### config.mk
export PLATFORM = sky130hd
export DESIGN_NAME = shutter_edge_count_sequencer_unit
export DESIGN_NICKNAME = d
export VERILOG_FILES = /design/src/secu_pkg.sv /design/src/secu_out_buf.sv /design/src/shutter_edge_count_sequencer_unit.sv
export SDC_FILE = /design/constraint.sdc
export NUM_CORES = 1
export LEC_CHECK = 0
export ABC_AREA = 1
export CORE_MARGIN = 10
export CORE_UTILIZATION = 64
export CTS_CLUSTER_SIZE = 16
export DETAILED_ROUTE_END_ITERATION = 6
export DONT_BUFFER_PORTS = 1
export PLACE_DENSITY = 0.84
export SLEW_MARGIN = 0
export SYNTH_ARGS = -nofsm -noshare
export SYNTH_HDL_FRONTEND = slang
export SYNTH_SLANG_ARGS = --single-unit
### constraint.sdc
create_clock -name clk -period 4.2 [get_ports clk]
set_input_delay 0.42 -clock clk [delete_from_list [all_inputs] [get_ports clk]]
set_output_delay 0.42 -clock clk [all_outputs]
set_load 0.005 [all_outputs]
### src/secu_pkg.sv
package secu_pkg;

	// Widths of the configuration registers and the state.
	localparam int unsigned CountW   = 8;
	localparam int unsigned DelayW   = 20;
	localparam int unsigned LockW    = 16;
	localparam int unsigned ActW     = 2;
	localparam int unsigned KindW    = 2;
	localparam int unsigned CfgIdxW  = 3;
	localparam int unsigned CfgDataW = 20;

	// Saturation value of the time since the last accepted edge.
	localparam logic [LockW-1:0] LockSat = '1;

	// Item kinds carried on the input tuser.
	localparam logic [KindW-1:0] KIND_TICK   = 2'd0;
	localparam logic [KindW-1:0] KIND_ARM    = 2'd1;
	localparam logic [KindW-1:0] KIND_DISARM = 2'd2;

	// Action codes.
	localparam logic [ActW-1:0] ACT_NONE  = 2'd0;
	localparam logic [ActW-1:0] ACT_BRAKE = 2'd1;
	localparam logic [ActW-1:0] ACT_COIL1 = 2'd2;
	localparam logic [ActW-1:0] ACT_COIL2 = 2'd3;

	// Configuration register indexes.
	localparam logic [CfgIdxW-1:0] REG_START_LEVEL   = 3'd0;
	localparam logic [CfgIdxW-1:0] REG_EDGE_COUNT    = 3'd1;
	localparam logic [CfgIdxW-1:0] REG_DELAY_TICKS   = 3'd2;
	localparam logic [CfgIdxW-1:0] REG_ACTION        = 3'd3;
	localparam logic [CfgIdxW-1:0] REG_LOCKOUT_TICKS = 3'd4;

	// One result word.
	typedef struct packed {
		logic [CountW-1:0] remaining_edges;
		logic              armed;
		logic              fault;
		logic              done_res;
		logic              coil2_on;
		logic              coil1_on;
		logic              brake_on;
	} result_t;

endpackage

### src/secu_out_buf.sv
module secu_out_buf (
	input  logic              clk,
	input  logic              arst_n,
	input  logic              push,
	input  secu_pkg::result_t push_data,
	output logic              room,
	output logic              out_valid,
	input  logic              out_ready,
	output secu_pkg::result_t out_data
);
	import secu_pkg::*;

	// Two-entry shift queue; entry 0 is the head shown on the output.
	result_t    ent0_q;
	result_t    ent1_q;
	logic [1:0] count_q;
	logic       pop;
	logic [1:0] wpos;

	assign pop       = out_valid && out_ready;
	assign out_valid = (count_q != 2'd0);
	assign out_data  = ent0_q;
	// Room depends on the count only, so no ready path runs through the block.
	assign room      = (count_q != 2'd2);
	assign wpos      = count_q - {1'b0, pop};

	// Control: the fill count.
	always_ff @(posedge clk or negedge arst_n) begin
		if (!arst_n) begin
			count_q <= 2'd0;
		end else begin
			count_q <= count_q + {1'b0, push} - {1'b0, pop};
		end
	end

	// Payload: shift on a pop, then write the new word behind the rest.
	always_ff @(posedge clk) begin
		if (pop) begin
			ent0_q <= ent1_q;
		end
		if (push) begin
			if (wpos == 2'd0) begin
				ent0_q <= push_data;
			end else begin
				ent1_q <= push_data;
			end
		end
	end

endmodule

### src/shutter_edge_count_sequencer_unit.sv
// Each word passes the input register and the two-entry result queue to m_tdata.
// Throughput: one word per cycle while the queue has room; the sequencer state is updated
// by one pass of logic from the input register, and the queue absorbs output stalls.
// Reset: arst_n is asynchronous and active low; it restores the register defaults
// (start level 1, edge count 1, delay 0, no action, lockout 2000) and clears the state,
// with the time since the last edge saturated. No clearing pass is needed.
module shutter_edge_count_sequencer_unit (
	input  logic                               clk,
	input  logic                               arst_n,
	// Input stream.
	input  logic                               s_tvalid,
	output logic                               s_tready,
	input  logic [7:0]                         s_tdata,  // [0] pi_level, [7:1] zero
	input  logic [secu_pkg::KindW-1:0]         s_tuser,  // [1:0] kind
	// Result stream.
	output logic                               m_tvalid,
	input  logic                               m_tready,
	// [0] brake_on, [1] coil1_on, [2] coil2_on, [3] done_res, [4] fault, [5] armed,
	// [13:6] remaining_edges, [15:14] zero
	output logic [15:0]                        m_tdata,
	// Configuration writes.
	input  logic                               cfg_valid,
	output logic                               cfg_ready,
	input  logic [secu_pkg::CfgIdxW-1:0]       cfg_index,
	input  logic [secu_pkg::CfgDataW-1:0]      cfg_data
);
	import secu_pkg::*;

	// Configuration registers.
	logic              start_level_q;
	logic [CountW-1:0] edge_count_q;
	logic [DelayW-1:0] delay_ticks_q;
	logic [ActW-1:0]   action_q;
	logic [LockW-1:0]  lockout_q;

	// Sequencer state.
	logic              armed_q;
	logic              awaited_q;
	logic [CountW-1:0] remaining_q;
	logic [LockW-1:0]  since_q;
	logic              prev_level_q;
	logic              delay_run_q;
	logic [DelayW-1:0] delay_left_q;
	logic [ActW-1:0]   pending_q;

	// Input stage.
	logic             valid_s1;
	logic [KindW-1:0] kind_s1;
	logic             level_s1;

	logic    room;
	logic    advance;
	result_t res;
	result_t out_word;

	// Next-state values of one pass.
	logic              armed_d;
	logic              awaited_d;
	logic [CountW-1:0] remaining_d;
	logic [LockW-1:0]  since_d;
	logic              prev_level_d;
	logic              delay_run_d;
	logic [DelayW-1:0] delay_left_d;
	logic [ActW-1:0]   pending_d;
	logic [LockW-1:0]  since_inc;
	logic [DelayW-1:0] left_dec;
	logic              is_edge;
	logic [CountW-1:0] rem_dec;
	logic              fire_delay;
	logic              fire_now;
	logic [ActW-1:0]   act_delay;
	logic [ActW-1:0]   act_now;

	assign cfg_ready = 1'b1;
	assign advance   = valid_s1 && room;
	assign s_tready  = !valid_s1 || advance;

	// Configuration write port.
	always_ff @(posedge clk or negedge arst_n) begin
		if (!arst_n) begin
			start_level_q <= 1'b1;
			edge_count_q  <= CountW'(1);
			delay_ticks_q <= '0;
			action_q      <= ACT_NONE;
			lockout_q     <= LockW'(2000);
		end else if (cfg_valid && cfg_ready) begin
			case (cfg_index)
				REG_START_LEVEL:   start_level_q <= cfg_data[0];
				REG_EDGE_COUNT:    edge_count_q  <= cfg_data[CountW-1:0];
				REG_DELAY_TICKS:   delay_ticks_q <= cfg_data[DelayW-1:0];
				REG_ACTION:        action_q      <= cfg_data[ActW-1:0];
				REG_LOCKOUT_TICKS: lockout_q     <= cfg_data[LockW-1:0];
				default: begin
				end
			endcase
		end
	end

	// Input register.
	always_ff @(posedge clk or negedge arst_n) begin
		if (!arst_n) begin
			valid_s1 <= 1'b0;
		end else if (s_tready) begin
			valid_s1 <= s_tvalid;
		end
	end

	always_ff @(posedge clk) begin
		if (s_tvalid && s_tready) begin
			kind_s1  <= s_tuser;
			level_s1 <= s_tdata[0];
		end
	end

	// Tick arithmetic shared by the pass below.
	assign since_inc = (since_q != LockSat) ? since_q + LockW'(1) : since_q;
	assign left_dec  = (delay_left_q != '0) ? delay_left_q - DelayW'(1) : delay_left_q;
	assign rem_dec   = remaining_q - CountW'(1);
	assign is_edge   = armed_q && (level_s1 == awaited_q) && (prev_level_q != awaited_q)
		&& (since_inc >= lockout_q);

	// One pass of the sequencer over the word in the input register.
	always_comb begin
		armed_d      = armed_q;
		awaited_d    = awaited_q;
		remaining_d  = remaining_q;
		since_d      = since_q;
		prev_level_d = prev_level_q;
		delay_run_d  = delay_run_q;
		delay_left_d = delay_left_q;
		pending_d    = pending_q;
		fire_delay   = 1'b0;
		fire_now     = 1'b0;
		act_delay    = pending_q;
		act_now      = action_q;
		res          = '0;
		case (kind_s1)
			KIND_TICK: begin
				since_d      = since_inc;
				prev_level_d = level_s1;
				// A running delay counts down and fires on reaching zero.
				if (delay_run_q) begin
					delay_left_d = left_dec;
					if (left_dec == '0) begin
						delay_run_d = 1'b0;
						fire_delay  = 1'b1;
					end
				end
				// Qualified edge handling.
				if (is_edge) begin
					since_d = '0;
					if (remaining_q == '0) begin
						res.fault = 1'b1;
						armed_d   = 1'b0;
					end else begin
						remaining_d = rem_dec;
						if (rem_dec == '0) begin
							armed_d = 1'b0;
							if (delay_ticks_q != '0) begin
								delay_run_d  = 1'b1;
								delay_left_d = delay_ticks_q;
								pending_d    = action_q;
							end else begin
								fire_now = 1'b1;
							end
						end else begin
							awaited_d = !awaited_q;
						end
					end
				end
			end
			KIND_ARM: begin
				armed_d     = 1'b1;
				awaited_d   = start_level_q;
				remaining_d = edge_count_q;
			end
			KIND_DISARM: begin
				armed_d      = 1'b0;
				delay_run_d  = 1'b0;
				delay_left_d = '0;
			end
			default: begin
			end
		endcase
		// Both a delayed and an immediate action may fire on one tick.
		res.brake_on = (fire_delay && act_delay == ACT_BRAKE) || (fire_now && act_now == ACT_BRAKE);
		res.coil1_on = (fire_delay && act_delay == ACT_COIL1) || (fire_now && act_now == ACT_COIL1);
		res.coil2_on = (fire_delay && act_delay == ACT_COIL2) || (fire_now && act_now == ACT_COIL2);
		res.done_res        = fire_delay || fire_now;
		res.armed           = armed_d;
		res.remaining_edges = remaining_d;
	end

	// State registers update once per word that moves on.
	always_ff @(posedge clk or negedge arst_n) begin
		if (!arst_n) begin
			armed_q      <= 1'b0;
			awaited_q    <= 1'b0;
			remaining_q  <= '0;
			since_q      <= LockSat;
			prev_level_q <= 1'b0;
			delay_run_q  <= 1'b0;
			delay_left_q <= '0;
			pending_q    <= ACT_NONE;
		end else if (advance) begin
			armed_q      <= armed_d;
			awaited_q    <= awaited_d;
			remaining_q  <= remaining_d;
			since_q      <= since_d;
			prev_level_q <= prev_level_d;
			delay_run_q  <= delay_run_d;
			delay_left_q <= delay_left_d;
			pending_q    <= pending_d;
		end
	end

	// Result queue.
	secu_out_buf u_out_buf (
		.clk       (clk),
		.arst_n    (arst_n),
		.push      (advance),
		.push_data (res),
		.room      (room),
		.out_valid (m_tvalid),
		.out_ready (m_tready),
		.out_data  (out_word)
	);

	assign m_tdata = {2'b00, out_word};

endmodule

======== Word level (Yosys, flattened, before mapping) ========
Cells that the tools add are included.
operators by class
  $add $sub $neg .......................... 6
  $lt $le $gt $ge ......................... 1
  eq/ne operators ......................... 19
  mux-type cells .......................... 41
  bitwise operators ....................... 2
  reduce and logical (&&, ||, !) cells .... 40
operators with widths
  kind                     number
  $mux W20                 6
  $mux W14                 3
  $pmux W20 S2             1
  $reduce_bool A20 Y1      2
  $mux W16                 2
  $mux W1                  23
  $logic_not A20 Y1        1
  $sub A20 B1 Y20 const B  1
  $add A16 B1 Y16 const B  1
  $ge A16 B16 Y1           1
  $logic_not A8 Y1         2
  $mux W8                  2
  $ne A16 B16 Y1 const B   1
  $pmux W8 S2              1
  $reduce_and A2 Y1        8
  $logic_and A1 B1 Y1      12
  $eq A2 B2 Y1 const B     5
  $ne A2 B2 Y1 const B     4
  $sub A8 B1 Y8 const B    1
  $eq A2 B1 Y1 const B     3
  $eq A3 B2 Y1 const B     2
  $reduce_and A6 Y1        1
  $reduce_bool A2 Y1       3
  $logic_or A1 B1 Y1       5
  13 further kinds         18
word-level totals
  register bits ........................... 131
  input port bits ......................... 38
  output and inout bits ................... 19
  word-level logic and storage cells ...... 140

======== Depth between registers and ports, before layout ========
  word-level depth ........................ 10
  gate-level depth with buffers ........... 23
  depth with buffers taken out ............ 22

======== Modules after synthesis ========
Synthesis repeated with hierarchy kept, for this count alone.
unflattened totals
  cell total of the unflattened synthesis .. 1099
  area total of the unflattened synthesis .. 7951.4 um^2
modules (own cells, without submodules)
  module                             instances  cells each  area each (um^2)  seq. area each (um^2)
  shutter_edge_count_sequencer_unit  1          951         6643.9            2572.5
  secu_out_buf                       1          148         1307.5            750.7

======== Worst setup path before layout ========
No wires, ideal clock.
  path type ............................... reg2reg
  start ................................... register since_q[2]
  end ..................................... register u_out_buf.ent1_q[0] (netlist name) (data pin)
  library setup time ...................... 145 ps
  arrival time ............................ 3099 ps
  data required time ...................... 4055 ps
  slack ................................... 956 ps
  cell stages (with the launch flop) ...... 21
  buffers on the path ..................... 1
  clock period less this slack ............ 3244 ps
  cell sequence ........................... dfstp_2 -> nand3_1 -> nor2_1 -> nand3_1 -> nor4_4 -> inv_1 -> nand2_1 -> xor2_1 -> inv_1 -> ha_1 -> nand2_1 -> nor4_2 -> nand3_1 -> nand3_1 -> nand2_1 -> buf_6 -> nor2_4 -> nand3_1 -> nor2_1 -> nand2_1 -> o21ai_1
RTL lines
  element                 RTL line                                  source
  start, declared         shutter_edge_count_sequencer_unit.sv:40   logic [LockW-1:0] since_q;
  start signal, assigned  shutter_edge_count_sequencer_unit.sv:200  since_q <= LockSat;
  start signal, assigned  shutter_edge_count_sequencer_unit.sv:209  since_q <= since_d;
  end signal, assigned    secu_out_buf.sv:45                        ent1_q <= push_data;
  end, declared           secu_out_buf.sv:15                        result_t ent1_q;

======== Final worst setup path ========
  start ................................... register since_q[2]
  end ..................................... register remaining_q[3]
on the way
  longest elaborated chain between the ends .. 6
  elaborated cells between the ends (all ways) .. 7
  classes of those cells .................. add/sub: 1; order compare: 1; eq/ne: 1; mux: 3; reduce/logical: 1
ends and longest elaborated chain
  element                                                   RTL line                                  source
  $add A16 B1 Y16 / $ne A16 B16 Y1 (equally long branches)  shutter_edge_count_sequencer_unit.sv:116  assign since_inc = (since_q != LockSat) ? since_q + LockW'(1) : since_q;
  $mux W16 *                                                shutter_edge_count_sequencer_unit.sv:116
  $ge A16 B16 Y1 *                                          shutter_edge_count_sequencer_unit.sv:120  && (since_inc >= lockout_q);
  $logic_and A1 B1 Y1 *                                     shutter_edge_count_sequencer_unit.sv:120
  $mux W8 *                                                 shutter_edge_count_sequencer_unit.sv:150  if (is_edge) begin
  $pmux W8 S2 *                                             shutter_edge_count_sequencer_unit.sv:137  case (kind_s1)
  net remaining_d[3]                                        shutter_edge_count_sequencer_unit.sv:59   logic [CountW-1:0] remaining_d;
  end signal, assigned                                      shutter_edge_count_sequencer_unit.sv:208  remaining_q <= remaining_d;
  end, declared                                             shutter_edge_count_sequencer_unit.sv:39   logic [CountW-1:0] remaining_q;
The timed path passes the listed nets; every way through them passes the cells marked *.
A chain may end at the register's enable or synchronous reset.

==> results.json <==
{
  "status": "finished clean",
  "yosysTopAreaCellShare": 0.244,
  "port-buffer-count": 0,
  "dpl.hpwl_um": 13100,
  "drt_iter0_drc": 733,
  "grt_max_degree": 101,
  "cap_violations": 0,
  "yosys_warnings": 0,
  "chipHeight_um": 130,
  "crit_arrival_ns": 4.14,
  "synth_area_leaders": "dfrtp_1, nand2_1, dfstp_2",
  "num_vias": 6903,
  "avgSynthCellArea_um2": 7.43,
  "cts_tree": "built",
  "fin_nets": 1106,
  "wl_per_cell_um": 15.5,
  "antenna_cells": 0,
  "antenna_left": 0,
  "root_buffer": "clkbuf_16",
  "timing.critical_path.mode_cell": "nand2_1",
  "setup_viol": 0,
  "worst_pin_slew_ns": 1.07,
  "final-seq-area_um2": 3320,
  "num-fill-cells": 967,
  "clock-sinks": 131,
  "crit_type": "reg2reg",
  "fin_area_um2": 8480,
  "skew_ns": 0.00819,
  "core_um2": 12000,
  "synthCells": 1051,
  "dr.pass1.iters": 5,
  "power.leakage_uw": 0.00426,
  "clk_latency_ns": 0.43,
  "post-route-min-period_ns": 3.84,
  "via_per_inst": 5.72,
  "cts_max_path_buffers": 2,
  "synth_top_cell_by_area": "dfrtp_1",
  "slew_headroom": 0.282,
  "yosysMostFrequentCell": "nand2_1",
  "cp_max_fo": 7,
  "grt_overflow": 0,
  "slew_violations": 0,
  "synth_seq_cells": 131,
  "rows": 40,
  "fin_crit_sh": 0.915,
  "crit_path_end_kind": "flop",
  "critPathSlowestCell": "dfstp_2",
  "ys_async_sr_fraction": 0.763,
  "ios": 57,
  "die_w_um": 130,
  "cts-htree-levels": 4,
  "drc": 0,
  "die_area_um2": 17000,
  "areaGrowthSynthToFinish_pct": 8.64,
  "path_cells": "nand3_1 -> nor2_2 -> nand3_2 -> nor4_4 -> inv_1 -> nand2_1 -> xor2_1 -> inv_1 -> ha_1 -> nand2_1 -> nor4_2 -> nand3_1 -> nand3_2 -> nand2_2 -> buf_4 -> inv_2 -> o21ai_0 -> nand3_1 -> nand2_1 -> nand2_1 -> o21ai_1",
  "whs_ns": 0.0900,
  "cp_slowest_stage_delay_ns": 0.55,
  "clock.fmax_ghz": 0.260,
  "yosysSeqAreaShare": 0.426,
  "multi_input_area_um2": 3840,
  "worstPathRequired_ns": 4.50,
  "synthTopCellsByCount": "nand2_1, inv_1, o21ai_0",
  "grtUsageTotal": 0.234,
  "grt_pass1_wl_um": 31700,
  "ys_types": 46,
  "antenna_found_initial": 0,
  "max-vdd-ir-drop_uv": 343,
  "synthFlopType": "dfrtp_1",
  "finalHoldViolCount": 0,
  "start_util": 0.652,
  "powerDensity_nw_per_um2": 530,
  "synth_edf_count": 17,
  "worst_setup_path_start_kind": "flop",
  "clkTransAtPathRegs_ns": 0.06,
  "totalWireLength_um": 18600,
  "grt_pass1_vias": 6573,
  "cts_buffers": 17,
  "postPlaceCellArea_um2": 7860,
  "drive_gt1_frac": 0.110,
  "utilization": 0.709,
  "place_congestion": 0.920,
  "tns_ns": 0,
  "syn-cell-area_um2": 7800,
  "min_path_type": "in2reg"
}
worst paths after layout:
check                                                 start                            end  slack [ns]  cells after the start
worst max-delay path                 since_q[2]$_DFFE_PN1P_     remaining_q[3]$_DFFE_PN0P_        0.36                     21
worst min-delay path                             s_tuser[0]           kind_s1[0]$_DFFE_PP_        0.09                      0
worst max register to register       since_q[2]$_DFFE_PN1P_     remaining_q[3]$_DFFE_PN0P_        0.36                     21
worst min register to register  edge_count_q[5]$_DFFE_PN0P_    edge_count_q[5]$_DFFE_PN0P_        0.49                      2
max in group asynchronous                            arst_n         since_q[8]$_DFFE_PN1P_        3.21                      2
min in group asynchronous                            arst_n  delay_ticks_q[15]$_DFFE_PN0P_        0.58                      2
layer usage:
layer  up-vias  GRT usage  wire, um
met5         -          0         0
met4         0     0.0706       235
met3        25     0.0588      1350
met2       233      0.368      8610
met1      3239      0.313      8440
li1       3406          -         -
registers in the layout, indices dropped and copies added (netlist names), 2 cells and up:
signal              flops
act_now                 2
remaining_q             8
u_out_buf.out_data     14
kind_s1                 2
edge_count_q            8
delay_ticks_q          20
u_out_buf.count_q       2
lockout_q              16
act_delay               2
delay_left_q           20
since_q                16
u_out_buf.ent1_q       14
layout make-up:
type                            count  area share
Clock buffer                       24      0.0580
Sequential cell                   131       0.392
Tap cell                          147      0.0217
Inverter                          132      0.0584
Clock inverter                      8     0.00620
Multi-Input combinational cell    755       0.453
Timing Repair Buffer                9      0.0111
worst max-delay path, delay by kind of cell (launching register included):
| kind | cells | cell delay, ns |
|---|---|---|
| AND/OR/NAND/NOR | 13 | 1.97 |
| flip-flops | 1 | 0.55 |
| buffers and inverters | 4 | 0.48 |
| adder cells (fa/ha/maj) | 1 | 0.30 |
| XOR/XNOR | 1 | 0.21 |
| AO/OA/AOI/OAI | 2 | 0.20 |
power breakdown:
| part | switching [uW] | internal (uW) | total (uW) | leakage (uW) |
|---|---|---|---|---|
| clock network | 544 | 813 | 1360 | 0.000266 |
| registers | 216 | 1650 | 1870 | 0.00152 |
| logic | 850 | 418 | 1270 | 0.00247 |
| total | 1610 | 2890 | 4490 | 0.00426 |
timing repair:
item	in CTS	in global routing
gates resized for setup	0	6
setup endpoints to repair	0	62
buffers inserted	0	1
hold buffers	2	0
endpoints found under the hold margin	100	0
per-stage QoR:
step           total power [uW]  worst slack, ns  std cells
6_report                   4490            0.357       1206
5_1_grt                    4800          -0.0271       1206
3_3_place_gp               3050            0.284       1171
4_1_cts                    4490            0.155       1205
2_1_floorplan              2800            0.956       1052
3_5_place_dp               3100            0.210       1171
layout by cell type (no fill, tap or decap), drive strengths merged, types with 2 or more instances in the layout:
master | netlist | routed
nand2 | 325 | 325
o21ai | 134 | 134
inv | 130 | 130
nor2 | 78 | 78
dfrtp | 76 | 76
nand3 | 73 | 73
a21oi | 29 | 29
dfstp | 24 | 24
clkbuf | 19 | 24
ha | 22 | 22
xor2 | 22 | 22
nand4 | 18 | 18
edfxtp | 17 | 17
dfxtp | 14 | 14
nor3 | 14 | 14
buf | 15 | 8
clkinv | 2 | 8
o22ai | 7 | 7
nor4 | 7 | 7
nand3b | 5 | 5
mux2 | 4 | 4
o21a | 3 | 3
or2 | 3 | 3
conb | 2 | 3
o21bai | 2 | 2
clkinvlp | 0 | 2
cell families after synthesis:
| group | Yosys count | synth area share |
|---|---|---|
| buffers and inverters | 166 | 0.0858 |
| xor gates and xnor gates | 23 | 0.0258 |
| other | 2 | 0.000962 |
| and+or+nand+nor | 524 | 0.302 |
| muxes | 4 | 0.00577 |
| AOI/OAI and AO/OA | 179 | 0.119 |
| adders and majority gates | 22 | 0.0353 |
| DFF | 131 | 0.426 |
No activity file was read; power rests on OpenSTA's default activity.
